`src/cps_div.sv`:
```
// pipelined restoring divider, one quotient bit per stage
module cps_div #(
	parameter int NW = 8,
	parameter int DW = 4,
	parameter int QW = 4
) (
	input  logic          clk,
	input  logic [NW-1:0] n,
	input  logic [DW-1:0] d,
	output logic [QW-1:0] q
);
	localparam int XW = NW + QW;

	logic [NW-1:0] rem_s [QW];
	logic [DW-1:0] d_s   [QW];
	logic [QW-1:0] q_s   [QW];

	for (genvar i = 0; i < QW; i++) begin : g_bit
		localparam int B = QW - 1 - i;
		logic [NW-1:0] rem_in;
		logic [DW-1:0] d_in;
		logic [QW-1:0] q_in;
		logic [XW-1:0] trial;
		logic [XW-1:0] remw;
		logic [XW-1:0] diff;
		logic          take;
		if (i == 0) begin : g_first
			assign rem_in = n;
			assign d_in   = d;
			assign q_in   = '0;
		end else begin : g_next
			assign rem_in = rem_s[i-1];
			assign d_in   = d_s[i-1];
			assign q_in   = q_s[i-1];
		end
		assign trial = XW'(d_in) << B;
		assign remw  = XW'(rem_in);
		assign take  = remw >= trial;
		assign diff  = remw - trial;
		always_ff @(posedge clk) begin
			rem_s[i] <= take ? diff[NW-1:0] : rem_in;
			d_s[i]   <= d_in;
			q_s[i]   <= q_in | (QW'(take) << B);
		end
	end

	assign q = q_s[QW-1];

endmodule

```
`config.mk`:
```
export PLATFORM = sky130hd
export DESIGN_NAME = cps_div
export DESIGN_NICKNAME = d
export VERILOG_FILES = /design/src/cps_div.sv
export SDC_FILE = /design/constraint.sdc
export NUM_CORES = 1
export LEC_CHECK = 0
export BUFFER_PORTS_ARGS = -buffer_cell sky130_fd_sc_hd__buf_4
export CAP_MARGIN = 20
export CORE_ASPECT_RATIO = 1.4
export CORE_MARGIN = 4
export CORE_UTILIZATION = 45
export CTS_BUF_LIST = sky130_fd_sc_hd__clkbuf_4 sky130_fd_sc_hd__clkbuf_8
export DETAILED_ROUTE_END_ITERATION = 6
export PLACE_DENSITY = 0.68
export SLEW_MARGIN = 20
export SYNTH_ARGS = -nofsm -noshare
export SYNTH_HDL_FRONTEND = slang
export SYNTH_SLANG_ARGS = --single-unit
```
`constraint.sdc`:
```
create_clock -name clk -period 2.1 [get_ports clk]
set_input_delay 0.21 -clock clk [delete_from_list [all_inputs] [get_ports clk]]
set_output_delay 0.21 -clock clk [all_outputs]
set_load 0.02 [all_outputs]
```
==> results_dict.tcl, run 1 <==
set metrics [dict create \
    status "finished clean" \
    cpLargestDelayFamily "adder cells" \
    port_buffers 16 \
    start_util 0.467 \
    hpwl_um 2520 \
    cts_hold_buf 0 \
    syn_area_per_cell_sq_um 11.5 \
    synth_area_leader_cell "dfxtp_1" \
    reg2reg_slack_ns 0.06 \
    grt_max_degree 14 \
    yosysTopAreaCellShare 0.503 \
    fin_util 0.548 \
    tns_ns 0 \
    drv_cap 0 \
    viasPerCell 5.23 \
    p_leak_nw 0.989 \
    area_growth_syn_to_layout_pct 17.4 \
    slew_violations 0 \
    drt_iter0_markers 13 \
    path_cells "inv_1 > ha_1 > inv_1 > fa_1 > a21o_1 > a211oi_4 > nand2_2 > mux2_2" \
    drt-pass1-iter-count 3 \
    fp.dieH_um 83.4 \
    crit_fanout 4 \
    r2r-start "rem_s[0][2]" \
    cellPowerDensity_nw_per_um2 1160 \
    wl_per_cell_um 13.5 \
    fin_ws_ns 0.0554 \
    ys_async_sr_fraction 0 \
    setup_violations 0 \
    hp-class "in2reg" \
    crit_top_cell "inv_1" \
    period_minus_slack_ns 2.04 \
    grt_pass1_wl_um 5400 \
    drive_above_1_share 0.234 \
    synth_cell_types 40 \
    crit_slowest_cell "fa_1" \
    worst-slew-pin-transition_ns 0.489 \
    r2r_end "rem_s[1][4]" \
    antenna_left 0 \
    end_kind "flip-flop" \
    finalCritPeriodShare 0.974 \
    fmax_mhz 489 \
    ys_seq_area_frac 0.503 \
    core_region_area_sq_um 3920 \
    synth_fp_nets 191 \
    required_ns 2.27 \
    clock_tree.htree_level_count 2 \
    pre_cts_ws_ns -0.0506 \
    slew_headroom 0.674 \
    synth_cells 159 \
    cts_buffer_depth 2 \
    whs_endpoint "rem_s[0][0]" \
    finalPower_mw 2.48 \
    hold_depth 1 \
    cts.sinks 46 \
    dieArea_sq_um 5160 \
    path_class "reg2reg" \
    critical-path-max-stage-delay_ns 0.41 \
    rsz0062_at_grt "yes" \
    vdd_drop_max_mv 0.710 \
    ys_seq_elements 46 \
    worstRegToRegCells 8 \
    grt-ovfl-total 0 \
    path_buf_inv 2 \
    place_congestion 0.752 \
    synth_edf_count 0 \
    antenna_found_initial 0 \
    cts_made_buffers 5 \
    yosysWarnings 0 \
    final_cells 227 \
    grt_pass1_vias 1303 \
    skew_ns 0.00817 \
    path_clk_slew_ns 0.08 \
    antennaDiodeCount 0 \
    place_inst 219 \
    finalHoldViolCount 0 \
    num_vias 1187 \
    min-delay-start "n[0]" \
    io_pins 17 \
    syn_area_sq_um 1830 \
    nets 216 \
    drt_wl_total_um 3070 \
    ctsRootBufferMaster "clkbuf_8" \
    synth_area_leaders "dfxtp_1 (50%), ha_1 (11%), mux2_2 (5.5%), inv_1 (5.1%), fa_1 (3.3%)" \
    worstSetupStartpointType "flip-flop" \
    grt_util_all_layers 0.142 \
    cts_tree "done" \
    remaining_drc_errors 0 \
    rows 27 \
    ys.flop_type "dfxtp_1" \
    die_w_um 61.9 \
    worstPathArrival_ns 2.22 \
    insertion_delay_ns 0.29 \
]
report_power, final:
group / internal [mW] / switching [mW]
clock network: 0.380 / 0.265
logic: 0.337 / 0.342
registers: 1.06 / 0.0973
total: 1.78 / 0.704
metal layers:
layer  track usage  up-vias  share of wire
met3        0.0389        6          0.029
met5             0        -              0
met4        0.0792        0          0.028
met2         0.262       18           0.61
li1              -      594              -
met1         0.126      569           0.34
synth_stat cells (3+ instances only):
cell	n
a21oi_1	5
inv_1	25
mux2_2	9
a21o_1	6
dfxtp_1	46
xor2_1	5
nand2_1	4
mux2i_1	4
fa_1	3
o21ai_0	3
ha_1	16
how the worst max path moves through the flow:
stage	cells past startpoint	slack [ns]	startpoint	to
2_1_floorplan	8	0.19	rem_s[0][2]	rem_s[1][3]
3_3_place_gp	8	-0.003	rem_s[0][2]	rem_s[1][4]
3_5_place_dp	8	-0.05	rem_s[0][2]	rem_s[1][4]
4_1_cts	8	0.005	rem_s[0][2]	rem_s[1][4]
5_1_grt	8	-0.02	rem_s[0][2]	rem_s[1][4]
6_report	8	0.06	rem_s[0][2]	rem_s[1][4]
final cells by class:
cell class	count	area [sq um]
fill	358	1770
sequential	46	921
multi-input combinational	88	831
timing repair buffer	18	135
inverter	25	93.8
clock buffer	6	82.6
tap	43	53.8
clock inverter	1	30.0
state kept, by name (all words and copies together) (netlist names):
signal and flops:
q_s 10, d_s 12, rem_s 24
metrics by stage:
stage,hold WS [ns],instance area (sq um)
floorplan,0.238,1830
global placement,0.310,2010
detailed placement,0.313,2010
CTS,0.0121,2130
global route,0.00567,2150
finish,0.0237,2150
worst reg2reg max path, delay by kind of cell, from the launching register on:
| kind | cells | cell delay (ns) |
|---|---|---|
| compound gates | 2 | 0.49 |
| fa+ha+maj | 2 | 0.58 |
| buf+inv | 2 | 0.12 |
| flops | 1 | 0.30 |
| mux | 1 | 0.31 |
| simple gates | 1 | 0.14 |
logic make-up (layout without fill, tap and decap cells):
group           Yosys count  count (layout)  share of synthesized area
compound gates           31              31                      0.137
xor+xnor                  6               6                     0.0287
fa+ha+maj                19              19                      0.142
buf+inv                  25              50                     0.0513
flops                    46              46                      0.503
mux                      13              13                     0.0773
simple gates             19              19                     0.0595
layout by cell type, fill, tap and decap left out, types with 3 or more instances in the layout:
cell      Yosys  final
a21oi_1       5      5
nand2_1       4      3
mux2i_1       4      4
buf_4         0     18
mux2_2        9      9
fa_1          3      3
o21ai_0       3      3
xor2_1        5      5
dfxtp_1      46     46
clkbuf_8      0      6
inv_1        25     25
ha_1         16     16
a21o_1        6      6
timing repair:
action,in CTS,in global routing
endpoints found under the setup margin,4,5
cloned,0,0
buffers inserted,0,1
pin swaps,1,1
gates resized for setup,2,2
Note: power is estimated with default switching activity, not from simulation.
==> run 2: changes to the inputs <==
Settings changed: CELL_PAD_IN_SITES_DETAIL_PLACEMENT from default to 1, CELL_PAD_IN_SITES_GLOBAL_PLACEMENT from default to 1, PLACE_DENSITY 0.68 to 0.81.
==> run 2 against run 1 <==
Clock power grew 0.8%. Sequential share of layout area fell by 1.1 points. Critical endpoint unchanged. Design area is 3.0% higher. Critical path depth did not move. Die area unchanged. Register-to-register slack hardly changed. Utilization up 1.6 points. Largest power group unchanged. Power rose by 3.5%.
==> results_dict.tcl, run 2 (synthesis gave the netlist of run 1 again) <==
set metrics [dict create \
    antennaDiodeCount 0 \
    core_region_area_sq_um 3920 \
    cts_buffer_depth 2 \
    routed-wl-met2_um 2350 \
    cts_tree "done" \
    drive_above_1_share 0.286 \
    tns_ns 0 \
    nets 220 \
    pre_cts_ws_ns -0.0722 \
    path_cells "inv_2 > ha_4 > inv_2 > fa_2 > a21o_1 > a211oi_2 > nand2_2 > mux2_4" \
    io_pins 17 \
    end_kind "flip-flop" \
    layout_commonest_cell "dfxtp_1" \
    regMostFlops "rem_s" \
    grt-ovfl-total 0 \
    cellPowerDensity_nw_per_um2 1160 \
    antenna_found_initial 0 \
    grt_pass1_vias 1397 \
    r2r_end "rem_s[1][4]" \
    drt_wl_total_um 3850 \
    start_util 0.467 \
    status "finished clean" \
    num-fill-cells 430 \
    clock_tree.htree_level_count 2 \
    worst-slew-pin-transition_ns 0.438 \
    hpwl_um 3000 \
    worstPathArrival_ns 2.24 \
    fmax_mhz 486 \
    startpoint "rem_s[0][2]" \
    finalCritPeriodShare 0.980 \
    wl_met1_um 1310 \
    place_inst 219 \
    fp.dieH_um 83.4 \
    drt_iter0_markers 22 \
    whs_ns 0.0143 \
    wl_per_cell_um 16.6 \
    remaining_drc_errors 0 \
    p_leak_nw 1.01 \
    die_w_um 61.9 \
    num_vias 1224 \
    slew_headroom 0.705 \
    drv_cap 0 \
    route.met3.wl_um 92 \
    finalHoldViolCount 0 \
    largest_register_ffs 24 \
    viasPerCell 5.28 \
    period_minus_slack_ns 2.06 \
    grt_pass1_wl_um 6310 \
    dieArea_sq_um 5160 \
    grt_max_degree 16 \
    fin_ws_ns 0.0427 \
    hold_depth 1 \
    insertion_delay_ns 0.30 \
    path_class "reg2reg" \
    crit_path_end "rem_s[1][4]" \
    hp-class "in2reg" \
    finalPower_mw 2.57 \
    crit_slowest_cell "fa_2" \
    place_congestion 0.783 \
    skew_ns 0.0138 \
    drt-pass1-iter-count 2 \
    slew_violations 0 \
    worstSetupStartpointType "flip-flop" \
    required_ns 2.28 \
    critical-path-max-stage-delay_ns 0.36 \
    ctsRootBufferMaster "clkbuf_8" \
    final_cells 232 \
    cts.sinks 46 \
    path_clk_slew_ns 0.09 \
    rsz0062_at_grt "yes" \
    final_cell_mix "dfxtp_1 (44), inv_1 (23), buf_4 (22)" \
    grt_util_all_layers 0.166 \
    reg_top3 "rem_s (24), d_s (12), q_s (10)" \
    r2r-start "rem_s[0][2]" \
    setup_violations 0 \
    reg2reg_slack_ns 0.04 \
    area_growth_syn_to_layout_pct 20.9 \
    top_layer "met4" \
    worstRegToRegCells 8 \
    antenna_left 0 \
    crit_top_cell "inv_2" \
    cts_made_buffers 5 \
    port_buffers 16 \
    vdd_drop_max_mv 0.601 \
    crit_fanout 5 \
    rows 27 \
]
==> run 2: changes by cell type in the layout (fill, tap and decap cells not counted), sizes merged <==
cell,before,now
buf,18,22
clkbuf,6,5
clkinv,0,1
inv,25,26
==> run 2: worst max-delay path: cells and delay by family, from the launching register on <==
kind	cells	cell delay (ns)
multiplexers	1	0.33
AO/OA/AOI/OAI	2	0.51
buffers and inverters	2	0.11
flip-flops	1	0.33
AND/OR/NAND/NOR	1	0.16
adder cells (fa/ha/maj)	2	0.49
==> run 2: report_power, final <==
part / switching, mW / internal (mW) / leakage (nW)
Combinational: 0.387 / 0.366 / 0.570
Clock: 0.294 / 0.357 / 0.0585
Sequential: 0.104 / 1.06 / 0.387
==> run 2: metrics by stage <==
step,instance area (sq um),utilization
after global placement,2010,0.513
after detailed placement,2010,0.513
after floorplan,1830,-
after global routing,2210,0.564
after CTS,2150,0.549
final,2210,0.564
==> run 2: layout make-up <==
type | instances | area (sq um) | share of cell area
clock inverters | 3 | 43.8 | 0.0198
clock buffers | 5 | 68.8 | 0.0311
well taps | 43 | 53.8 | 0.0243
inverters | 25 | 93.8 | 0.0424
repair buffers | 22 | 165 | 0.0747
multi-input cells | 88 | 862 | 0.390
flip-flops and latches | 46 | 923 | 0.418
==> run 2: how the worst min path moves through the flow <==
| stage | from | endpoint | slack, ns |
|---|---|---|---|
| after floorplan | d[0] | d_s[0][0] | 0.24 |
| after global routing | n[0] | rem_s[0][0] | 0.002 |
| after detailed placement | q_s[1][2] | q_s[2][2] | 0.31 |
| after global placement | q_s[1][3] | q_s[2][3] | 0.31 |
| final | n[0] | rem_s[0][0] | 0.01 |
| after CTS | n[0] | rem_s[0][0] | 0.01 |
==> run 2: repair_timing <==
item                                    CTS  global route
endpoints found under the setup margin    4             7
gates cloned                              0             0
hold buffers                              0             0
pin swaps                                 2             7
resized for setup                         4            10
buffers inserted                          1             4
==> run 2: per-layer routing <==
layer  GRT usage  vias to the layer above
met3      0.0311                        7
met4      0.0656                        0
met2       0.323                       22
met5           0                        -
met1       0.155                      592
li1            -                      603
