<file path="src/cps_pkg.sv">
// shared types and constants for the segment closest-point engine
package cps_pkg;

	// digit width of the partial-product operands in the pipelined multipliers
	localparam int MUL_DIGIT = 32;

	// how a result coordinate is formed
	typedef enum logic [1:0] {
		MODE_START,
		MODE_END,
		MODE_ALONG
	} pt_mode_t;

	// register stages through cps_mul for given operand widths
	function automatic int mul_latency(input int aw, input int bw);
		int na;
		int nb;
		na = (aw + MUL_DIGIT - 1) / MUL_DIGIT;
		nb = (bw + MUL_DIGIT - 1) / MUL_DIGIT;
		return na * nb + 2;
	endfunction

endpackage

</file>
<file path="src/cps_mul.sv">
// pipelined signed multiplier, one digit pair per stage
module cps_mul #(
	parameter int AW = 8,
	parameter int BW = 8
) (
	input  logic          clk,
	input  logic [AW-1:0] a,
	input  logic [BW-1:0] b,
	output logic [AW+BW-1:0] p
);
	import cps_pkg::*;

	localparam int NA  = (AW + MUL_DIGIT - 1) / MUL_DIGIT;
	localparam int NB  = (BW + MUL_DIGIT - 1) / MUL_DIGIT;
	localparam int NS  = NA * NB;
	localparam int PWD = AW + BW;
	localparam int AXW = NA * MUL_DIGIT;
	localparam int BXW = NB * MUL_DIGIT;
	localparam int PPW = PWD + 2 * MUL_DIGIT;

	logic [AXW-1:0] ma_s  [NS+1];
	logic [BXW-1:0] mb_s  [NS+1];
	logic [PWD-1:0] acc_s [NS+1];
	logic           neg_s [NS+1];
	logic [AW-1:0]  a_mag;
	logic [BW-1:0]  b_mag;

	// magnitudes, sign applied again at the end
	assign a_mag = a[AW-1] ? AW'(-a) : a;
	assign b_mag = b[BW-1] ? BW'(-b) : b;

	always_ff @(posedge clk) begin
		ma_s[0]  <= AXW'(a_mag);
		mb_s[0]  <= BXW'(b_mag);
		acc_s[0] <= '0;
		neg_s[0] <= a[AW-1] ^ b[BW-1];
	end

	for (genvar k = 0; k < NS; k++) begin : g_mac
		localparam int I  = k / NB;
		localparam int J  = k % NB;
		localparam int SH = (I + J) * MUL_DIGIT;
		logic [2*MUL_DIGIT-1:0] pp;
		logic [PPW-1:0]         ppw;
		assign pp  = ma_s[k][I*MUL_DIGIT +: MUL_DIGIT] * mb_s[k][J*MUL_DIGIT +: MUL_DIGIT];
		assign ppw = PPW'(pp) << SH;
		always_ff @(posedge clk) begin
			ma_s[k+1]  <= ma_s[k];
			mb_s[k+1]  <= mb_s[k];
			neg_s[k+1] <= neg_s[k];
			acc_s[k+1] <= acc_s[k] + ppw[PWD-1:0];
		end
	end

	always_ff @(posedge clk) begin
		p <= neg_s[NS] ? PWD'(-acc_s[NS]) : acc_s[NS];
	end

endmodule

</file>
<file path="config.mk">
export PLATFORM = sky130hd
export DESIGN_NAME = cps_mul
export DESIGN_NICKNAME = d
export VERILOG_FILES = /design/src/cps_pkg.sv /design/src/cps_mul.sv
export SDC_FILE = /design/constraint.sdc
export NUM_CORES = 1
export LEC_CHECK = 0
export BUFFER_PORTS_ARGS = -buffer_cell sky130_fd_sc_hd__buf_2
export CORE_MARGIN = 2
export CORE_UTILIZATION = 50
export CTS_BUF_LIST = sky130_fd_sc_hd__clkbuf_4
export DETAILED_ROUTE_END_ITERATION = 8
export MAX_ROUTING_LAYER = met4
export PLACE_DENSITY = 0.73
export SYNTH_ARGS = -nofsm -noshare
export SYNTH_HDL_FRONTEND = slang
export SYNTH_SLANG_ARGS = --single-unit
</file>
<file path="constraint.sdc">
create_clock -name clk -period 11.2 [get_ports clk]
set_clock_uncertainty 0.2 [all_clocks]
set_input_delay 1.12 -clock clk [delete_from_list [all_inputs] [get_ports clk]]
set_output_delay 1.12 -clock clk [all_outputs]
set_load 0.01 [all_outputs]
</file>
==> results.json, run 1 <==
{
  "syn_area_sq_um": 3995,
  "tritoncts": "done",
  "initial_core_util": 0.5170,
  "finalSetupViolations": 0,
  "syn_to_final_growth_pct": 8.206,
  "core_region_area_sq_um": 7727,
  "fmax_mhz": 200.9,
  "rsz0062_at_grt": "false",
  "total_leakage_power_nw": 2.164,
  "fp.dieH_um": 93.39,
  "grt.total_usage": 0.1737,
  "stdcell_count": 553,
  "cts_sinks": 50,
  "place_inst": 546,
  "drcViolationCount": 0,
  "worst_setup_path_end_kind": "flop",
  "status": "completed",
  "cts_hold_buf": 0,
  "irDropWorstVdd_mv": 0.08517,
  "clk_latency_ps": 380,
  "grt-ovfl-total": 0,
  "grt_pass1_vias": 2801,
  "antenna_found_initial": 0,
  "avgRoutedWirePerCell_um": 12.18,
  "hold_viol_final": 0,
  "num_rows": 32,
  "post-route-util": 0.5594,
  "synthCells": 415,
  "drive_gt1_frac": 0.09756,
  "worstPathArrival_ps": 5050,
  "drt_iter0_markers": 90,
  "syn_nets": 526,
  "syn_area_per_cell_sq_um": 9.627,
  "crit_required_ps": 11280,
  "final_nets": 562,
  "totalWireLength_mm": 6.736,
  "cts_root_buffer": "clkbuf_4",
  "globalplace.congestion": 0.9351,
  "synth_edf_count": 0,
  "first_pass_iters": 4,
  "p_per_area_nw_per_um2": 207.5,
  "ys_seq_elements": 50,
  "hpwl_mm": 5.703,
  "period_needed_ps": 4978,
  "finalSetupTns_ps": 0,
  "totalPowerFinal_mw": 0.8971,
  "async_flop_share": 0,
  "h-tree-depth": 2,
  "die_w_um": 93.39,
  "maxCapViolCount": 0,
  "seq_area_frac_synth": 0.2505,
  "cts_made_buffers": 5,
  "clockBufferDepth": 2,
  "crit_path_start_kind": "flop",
  "yosys.cell_types.count": 39,
  "ant_nets": 0,
  "clkSlewWorstSetupHoldPaths_ps": 160,
  "grt_pass1_wl_mm": 11.90,
  "diodes": 0,
  "dieArea_sq_um": 8721,
  "period_share": 0.4445,
  "io_buffers": 32,
  "hold_class": "flop to flop",
  "slew_violations": 0,
  "vias": 2767,
  "grt_max_degree": 17,
  "relSlewSlack": 0.6289,
  "timing.hold.ws_ps": 220.4,
  "via_per_inst": 5.004,
  "path_class": "flop to flop",
  "cts_resized": 0,
  "postCtsSetupBuffers": 0,
  "worstMarginPinSlew_ps": 555.9,
  "ios": 33,
  "crit_fanout": 8,
  "synth_top_flop_cell": "dfxtp_1",
  "synth_warnings": 0
}
synth_stat cells, types with 2 or more instances:
cell type / n / share of area
inv_1: 66 / 0.062
ha_1: 59 / 0.18
and2_1: 56 / 0.088
dfxtp_1: 50 / 0.25
fa_1: 35 / 0.18
xnor2_1: 28 / 0.061
nand2_1: 26 / 0.024
nor2_1: 15 / 0.014
o21ai_0: 9 / 0.011
nor3_1: 7 / 0.0088
xor2_1: 7 / 0.015
a21oi_1: 6 / 0.0075
a211oi_1: 5 / 0.0094
nand2b_1: 5 / 0.0078
o31ai_1: 4 / 0.0075
a31oi_1: 3 / 0.0047
clkbuf_1: 3 / 0.0028
o21a_1: 3 / 0.0056
a21boi_0: 2 / 0.0038
a21o_1: 2 / 0.0038
nand3_1: 2 / 0.0025
nor4_1: 2 / 0.0031
o211ai_1: 2 / 0.0038
o21bai_1: 2 / 0.0038
or3_1: 2 / 0.0031
sequential cells by signal, indices dropped and copies added, names as in the netlist:
signal	count
neg_s	2
ma_s	8
mb_s	8
acc_s	16
p	16
logic make-up after synthesis:
kind of cell,synth area share
AOI/OAI and AO/OA,0.08080
xor gates and xnor gates,0.07673
adders and majority gates,0.3602
buffers and inverters,0.06483
DFF,0.2505
and+or+nand+nor,0.1669
stage by stage:
step,setup WS [ps],cell area [sq um]
after global routing,5944,4323
final,6222,4323
after detailed placement,6255,4272
after CTS,6197,4323
after floorplan,6558,3995
after global placement,6398,4272
layout make-up:
class	count	area, sq um
Clock buffer	5	37.54
Clock inverter	2	13.76
Inverter	66	247.7
Sequential cell	50	1001
Tap cell	102	127.6
Timing Repair Buffer	32	160.2
Fill cell	729	3405
Multi-Input combinational cell	296	2735
final timing paths:
| kind | start | end | depth (start not counted) | slack [ps] |
|---|---|---|---|---|
| setup / recovery | ma_s[0][6]$_DFF_P_ | acc_s[0][31]$_DFF_P_ | 15 | 6220 |
| hold / removal | neg_s[0][0]$_DFF_P_ | neg_s[0][1]$_DFF_P_ | 0 | 220 |
| setup reg to reg | ma_s[0][6]$_DFF_P_ | acc_s[0][31]$_DFF_P_ | 15 | 6220 |
| hold reg to reg | neg_s[0][0]$_DFF_P_ | neg_s[0][1]$_DFF_P_ | 0 | 220 |
placed cells by master, fill, tap and decap left out, types with 2 or more instances in the layout:
| master | n |
|---|---|
| buf_2 | 32 |
| a21oi_1 | 6 |
| o31ai_1 | 4 |
| and2_1 | 56 |
| o21ai_0 | 9 |
| a211oi_1 | 5 |
| o21bai_1 | 2 |
| dfxtp_1 | 50 |
| a31oi_1 | 3 |
| nand2b_1 | 5 |
| nand2_1 | 26 |
| a21o_1 | 2 |
| xnor2_1 | 28 |
| fa_1 | 35 |
| nor2_1 | 15 |
| nor4_1 | 2 |
| o211ai_1 | 2 |
| ha_1 | 59 |
| nand3_1 | 2 |
| xor2_1 | 7 |
| o21a_1 | 3 |
| nor3_1 | 7 |
| a21boi_0 | 2 |
| clkbuf_4 | 5 |
| or3_1 | 2 |
| inv_1 | 66 |
per-layer routing:
layer,vias up,share of wire,track usage
met1,1292,0.46,0.2125
met5,-,0,-
met4,0,0.0088,0.03309
li1,1410,-,-
met2,59,0.50,0.3064
met3,6,0.036,0.02740
power breakdown:
part	internal (mW)	leakage, nW	switching (mW)
registers	0.236	0.420	0.0426
logic	0.237	1.71	0.296
clock network	0.0240	0.0314	0.0609
total	0.497	2.16	0.400
worst max-delay path, cell delays in order, from the launching register on:
cell and delay, ps:
dfxtp_1 500, and2_1 190, fa_1 440, fa_1 490
ha_1 320, ha_1 320, fa_1 540, inv_1 50
fa_1 520, inv_1 40, ha_1 340, a21oi_1 260
o211ai_1 140, a211oi_1 270, a21oi_1 110, xnor2_1 140
Note: power is estimated with default switching activity, not from simulation.
==> run 2: changes to the inputs <==
- clock period: 11.2 -> 4.68 ns (I/O delays scaled with it)
==> results.json, run 2 (synthesized netlist as in run 1, its figures left out) <==
{
  "diodes": 0,
  "globalplace.congestion": 0.8700,
  "clockBufferDepth": 2,
  "final_nets": 583,
  "slowest_stage": "fa_1",
  "core_region_area_sq_um": 7727,
  "tritoncts": "done",
  "worst_setup_path_end_kind": "flop",
  "cp.buffers_inverters": 3,
  "reg2regPathDepth": 16,
  "fmax_mhz": 219.5,
  "first_pass_iters": 4,
  "period_share": 0.9734,
  "mostFrequentLayoutCell": "inv_1",
  "antenna_found_initial": 0,
  "regArea_sq_um": 1031,
  "cp_common_cell": "fa_1",
  "dpl_worst_slack_ps": -127.1,
  "num_rows": 32,
  "ant_nets": 0,
  "crit_chain": "buf_4, and2_1, fa_2, fa_1, ha_4, ha_4, fa_1, inv_1, fa_1, inv_1, ha_2, a21oi_4, o211ai_1, a211oi_1, a21oi_1, xnor2_1",
  "dieArea_sq_um": 8721,
  "syn_to_final_growth_pct": 17.82,
  "total_leakage_power_nw": 2.260,
  "grt-ovfl-total": 0,
  "fp.dieH_um": 93.39,
  "rr_endpoint": "acc_s[0][31]$_DFF_P_",
  "crit_required_ps": 4760,
  "finalSetupViolations": 0,
  "vias": 2814,
  "totalPowerFinal_mw": 2.674,
  "hold_viol_final": 0,
  "ios": 33,
  "final_cell_mix": "65 x inv_1, 56 x and2_1, 49 x ha_1",
  "clk_latency_ps": 370,
  "via_per_inst": 4.894,
  "initial_core_util": 0.5170,
  "avgRoutedWirePerCell_um": 12.14,
  "worstPathArrival_ps": 4630,
  "drt_iter0_markers": 39,
  "maxCapViolCount": 0,
  "period_needed_ps": 4556,
  "grt_max_degree": 17,
  "grt_pass1_vias": 2858,
  "cts_made_buffers": 5,
  "totalWireLength_mm": 6.979,
  "cts_sinks": 50,
  "hold_path_end": "mb_s[0][0]$_DFF_P_",
  "crit_fanout": 5,
  "n_fill_cell": 652,
  "die_w_um": 93.39,
  "stdcell_count": 575,
  "io_buffers": 32,
  "h-tree-depth": 2,
  "crit_path_start_kind": "flop",
  "grt_pass1_wl_mm": 12.28,
  "rsz0062_at_grt": "false",
  "hpwl_mm": 5.789,
  "grt.total_usage": 0.1785,
  "path_class": "flop to flop",
  "reg.largest.list": "acc_s: 16 flops, p: 16 flops",
  "p_per_area_nw_per_um2": 568.1,
  "min-delay-start": "b[0]",
  "hold_class": "input pin to flop",
  "reg2reg_from": "ma_s[0][4]$_DFF_P_",
  "drive_gt1_frac": 0.2093,
  "worst-r2r-setup-slack_ps": 120,
  "place_inst": 564,
  "cpPeakStageDelay_ps": 530,
  "timing.hold.ws_ps": 33.19,
  "finalSetupTns_ps": 0,
  "multi_input_area_sq_um": 2923,
  "layout_setup_ws_ps": 124.3,
  "drcViolationCount": 0,
  "cts_root_buffer": "clkbuf_4",
  "status": "completed",
  "relSlewSlack": 0.6376,
  "critical_path.top_delay_family": "adder cells",
  "clkSlewWorstSetupHoldPaths_ps": 150,
  "holdPathStages": 1,
  "irDropWorstVdd_mv": 0.3148,
  "worstMarginPinSlew_ps": 542.9,
  "slew_violations": 0
}
==> run 2: changes by cell type in the layout (fill, tap and decap cells not counted), moves of 2 or more <==
| cell | previous run | this run |
|---|---|---|
| buf_4 | 0 | 20 |
| nor3_1 | 7 | 4 |
| ha_2 | 0 | 2 |
| dfxtp_4 | 0 | 6 |
| nor2_4 | 0 | 2 |
| ha_4 | 0 | 8 |
| o21ai_1 | 1 | 3 |
| nor3_2 | 0 | 2 |
| ha_1 | 59 | 49 |
| dfxtp_2 | 0 | 6 |
| nor2_1 | 15 | 13 |
| o21ai_0 | 9 | 6 |
| dfxtp_1 | 50 | 38 |
==> run 2: area by class of cell <==
| cell class | count | share of cell area |
|---|---|---|
| clock buffer | 5 | 0.007974 |
| clock inverter | 3 | 0.004253 |
| inverter | 66 | 0.05263 |
| multi-input combinational | 296 | 0.6209 |
| sequential | 50 | 0.2190 |
| tap | 102 | 0.02711 |
| timing repair buffer | 53 | 0.06805 |
==> run 2: worst max-delay path by stage <==
stage,startpoint,to,slack (ps),cells after the start
global route,ma_s[0][4]$_DFF_P_,acc_s[0][31]$_DFF_P_,2,16
floorplan,ma_s[0][4]$_DFF_P_,acc_s[0][31]$_DFF_P_,40,15
finish,ma_s[0][4]$_DFF_P_,acc_s[0][31]$_DFF_P_,120,16
CTS,ma_s[0][5]$_DFF_P_,acc_s[0][31]$_DFF_P_,-10,15
detailed placement,ma_s[0][5]$_DFF_P_,acc_s[0][31]$_DFF_P_,-130,15
global placement,ma_s[0][4]$_DFF_P_,acc_s[0][31]$_DFF_P_,-5,15
==> run 2: stage by stage <==
stage	cell area, sq um	util
floorplan	3995	-
global placement	4407	0.5703
detailed placement	4407	0.5703
CTS	4522	0.5852
global route	4707	0.6091
finish	4707	0.6091
==> run 2: what timing repair did <==
| item | CTS | global route |
|---|---|---|
| resized for setup | 16 | 34 |
| hold endpoints to repair | 1 | 0 |
| setup buffers | 2 | 0 |
| pin swaps | 5 | 18 |
| setup endpoints to repair | 6 | 7 |
| hold buffers | 1 | 0 |
==> run 2: per-layer routing <==
metal,GRT usage,part of all wire
met5,-,0
met4,0.03309,0.0060
met3,0.02901,0.030
met2,0.3177,0.50
met1,0.2156,0.46
==> run 2: where the power goes <==
part / total (mW) / switching, mW / internal, mW
registers: 0.664 / 0.0963 / 0.567
logic: 1.81 / 0.917 / 0.890
clock network: 0.204 / 0.145 / 0.0591
==> run 3: changes to the inputs <==
- HOLD_SLACK_MARGIN: not set -> 0.08
==> results.json, run 3 (synthesized netlist as in run 1, its figures left out) <==
{
  "p_per_area_nw_per_um2": 560.3,
  "drcViolationCount": 0,
  "cp_common_cell": "fa_1",
  "grt.total_usage": 0.1811,
  "cts_made_buffers": 5,
  "worstMarginPinSlew_ps": 542.9,
  "vias": 2856,
  "grt_pass1_wl_mm": 12.45,
  "grt_max_degree": 17,
  "syn_to_final_growth_pct": 19.57,
  "status": "completed",
  "slew_violations": 0,
  "stdcell_count": 582,
  "totalWireLength_mm": 7.141,
  "grt-ovfl-total": 0,
  "period_needed_ps": 4556,
  "crit_fanout": 5,
  "ios": 33,
  "io_buffers": 32,
  "first_pass_iters": 4,
  "dpl_worst_slack_ps": -127.1,
  "mostFrequentLayoutCell": "inv_1",
  "worstPathArrival_ps": 4630,
  "slowest_stage": "fa_1",
  "hold_viol_final": 0,
  "hold_class": "input pin to flop",
  "period_share": 0.9735,
  "globalplace.congestion": 0.8700,
  "cts_root_buffer": "clkbuf_4",
  "avgRoutedWirePerCell_um": 12.27,
  "worst_setup_path_end_kind": "flop",
  "ant_nets": 0,
  "tritoncts": "done",
  "clk_latency_ps": 370,
  "die_w_um": 93.39,
  "finalSetupViolations": 0,
  "initial_core_util": 0.5170,
  "hpwl_mm": 5.789,
  "grt_pass1_vias": 2948,
  "fp.dieH_um": 93.39,
  "relSlewSlack": 0.6376,
  "layout_setup_ws_ps": 124.0,
  "place_inst": 564,
  "via_per_inst": 4.907,
  "clockBufferDepth": 2,
  "h-tree-depth": 2,
  "crit_chain": "buf_4, and2_1, fa_2, fa_1, ha_4, ha_4, fa_1, inv_1, fa_1, inv_1, ha_2, a21oi_4, o211ai_1, a211oi_1, a21oi_1, xnor2_1",
  "reg.largest.list": "acc_s: 16 flops, p: 16 flops",
  "total_leakage_power_nw": 2.289,
  "crit_required_ps": 4760,
  "fmax_mhz": 219.5,
  "clkSlewWorstSetupHoldPaths_ps": 150,
  "cpPeakStageDelay_ps": 530,
  "antenna_found_initial": 0,
  "drt_iter0_markers": 45,
  "dieArea_sq_um": 8721,
  "diodes": 0,
  "n_fill_cell": 642,
  "core_region_area_sq_um": 7727,
  "critical_path.top_delay_family": "adder cells",
  "cp.buffers_inverters": 3,
  "irDropWorstVdd_mv": 0.3147,
  "maxCapViolCount": 0,
  "num_rows": 32,
  "final_nets": 590,
  "drive_gt1_frac": 0.2063,
  "final_cell_mix": "65 x inv_1, 56 x and2_1, 49 x ha_1",
  "cts_sinks": 50,
  "crit_path_start_kind": "flop",
  "path_class": "flop to flop"
}
==> run 3: layer usage <==
layer | routed length [um] | track usage | up-vias
li1 | - | - | 1462
met5 | 0 | - | -
met1 | 3247 | 0.2130 | 1340
met4 | 42 | 0.03309 | 0
met2 | 3653 | 0.3297 | 50
met3 | 198 | 0.02901 | 4
==> run 3: final timing paths <==
check / startpoint / to / slack, ps / cells after the start
setup / recovery: ma_s[0][4]$_DFF_P_ / acc_s[0][31]$_DFF_P_ / 120 / 16
setup reg to reg: ma_s[0][4]$_DFF_P_ / acc_s[0][31]$_DFF_P_ / 120 / 16
hold reg to reg: acc_s[0][16]$_DFF_P_ / p[0]$_DFF_P_ / 200 / 0
hold / removal: a[3] / ma_s[0][3]$_DFF_P_ / 100 / 2
==> run 3: stage by stage <==
step	total power [mW]	TNS, ps	instance area [sq um]	hold WS [ps]	utilization
6_report	2.677	0	4777	103.7	0.6182
5_1_grt	2.968	-28.07	4777	93.57	0.6182
4_1_cts	2.393	-11.11	4592	87.43	0.5942
3_5_place_dp	2.131	-352.3	4407	168.3	0.5703
3_3_place_gp	2.082	-5.175	4407	171.4	0.5703
2_1_floorplan	1.662	0	3995	109.6	-
==> run 3: power by group <==
part	internal, mW	leakage (nW)	total, mW	switching [mW]
Sequential	0.567	0.422	0.664	0.0963
Combinational	0.892	1.84	1.81	0.917
Clock	0.0590	0.0292	0.204	0.145
Total	1.52	2.29	2.68	1.16
==> run 3: layout make-up <==
cell class	count	area (sq um)	share of cell area
multi-input combinational	296	2923	0.6118
sequential	50	1031	0.2158
timing repair buffer	60	390.4	0.08172
inverter	66	247.7	0.05186
tap	102	127.6	0.02672
clock buffer	5	37.54	0.007858
clock inverter	3	20.02	0.004191
==> run 3: what timing repair did <==
action / in CTS / in global routing
pin swaps: 5 / 17
hold endpoints to repair: 8 / 0
gates cloned: 0 / 0
setup endpoints to repair: 6 / 7
buffers inserted: 2 / 0
hold buffers: 8 / 0
resized for setup: 16 / 33
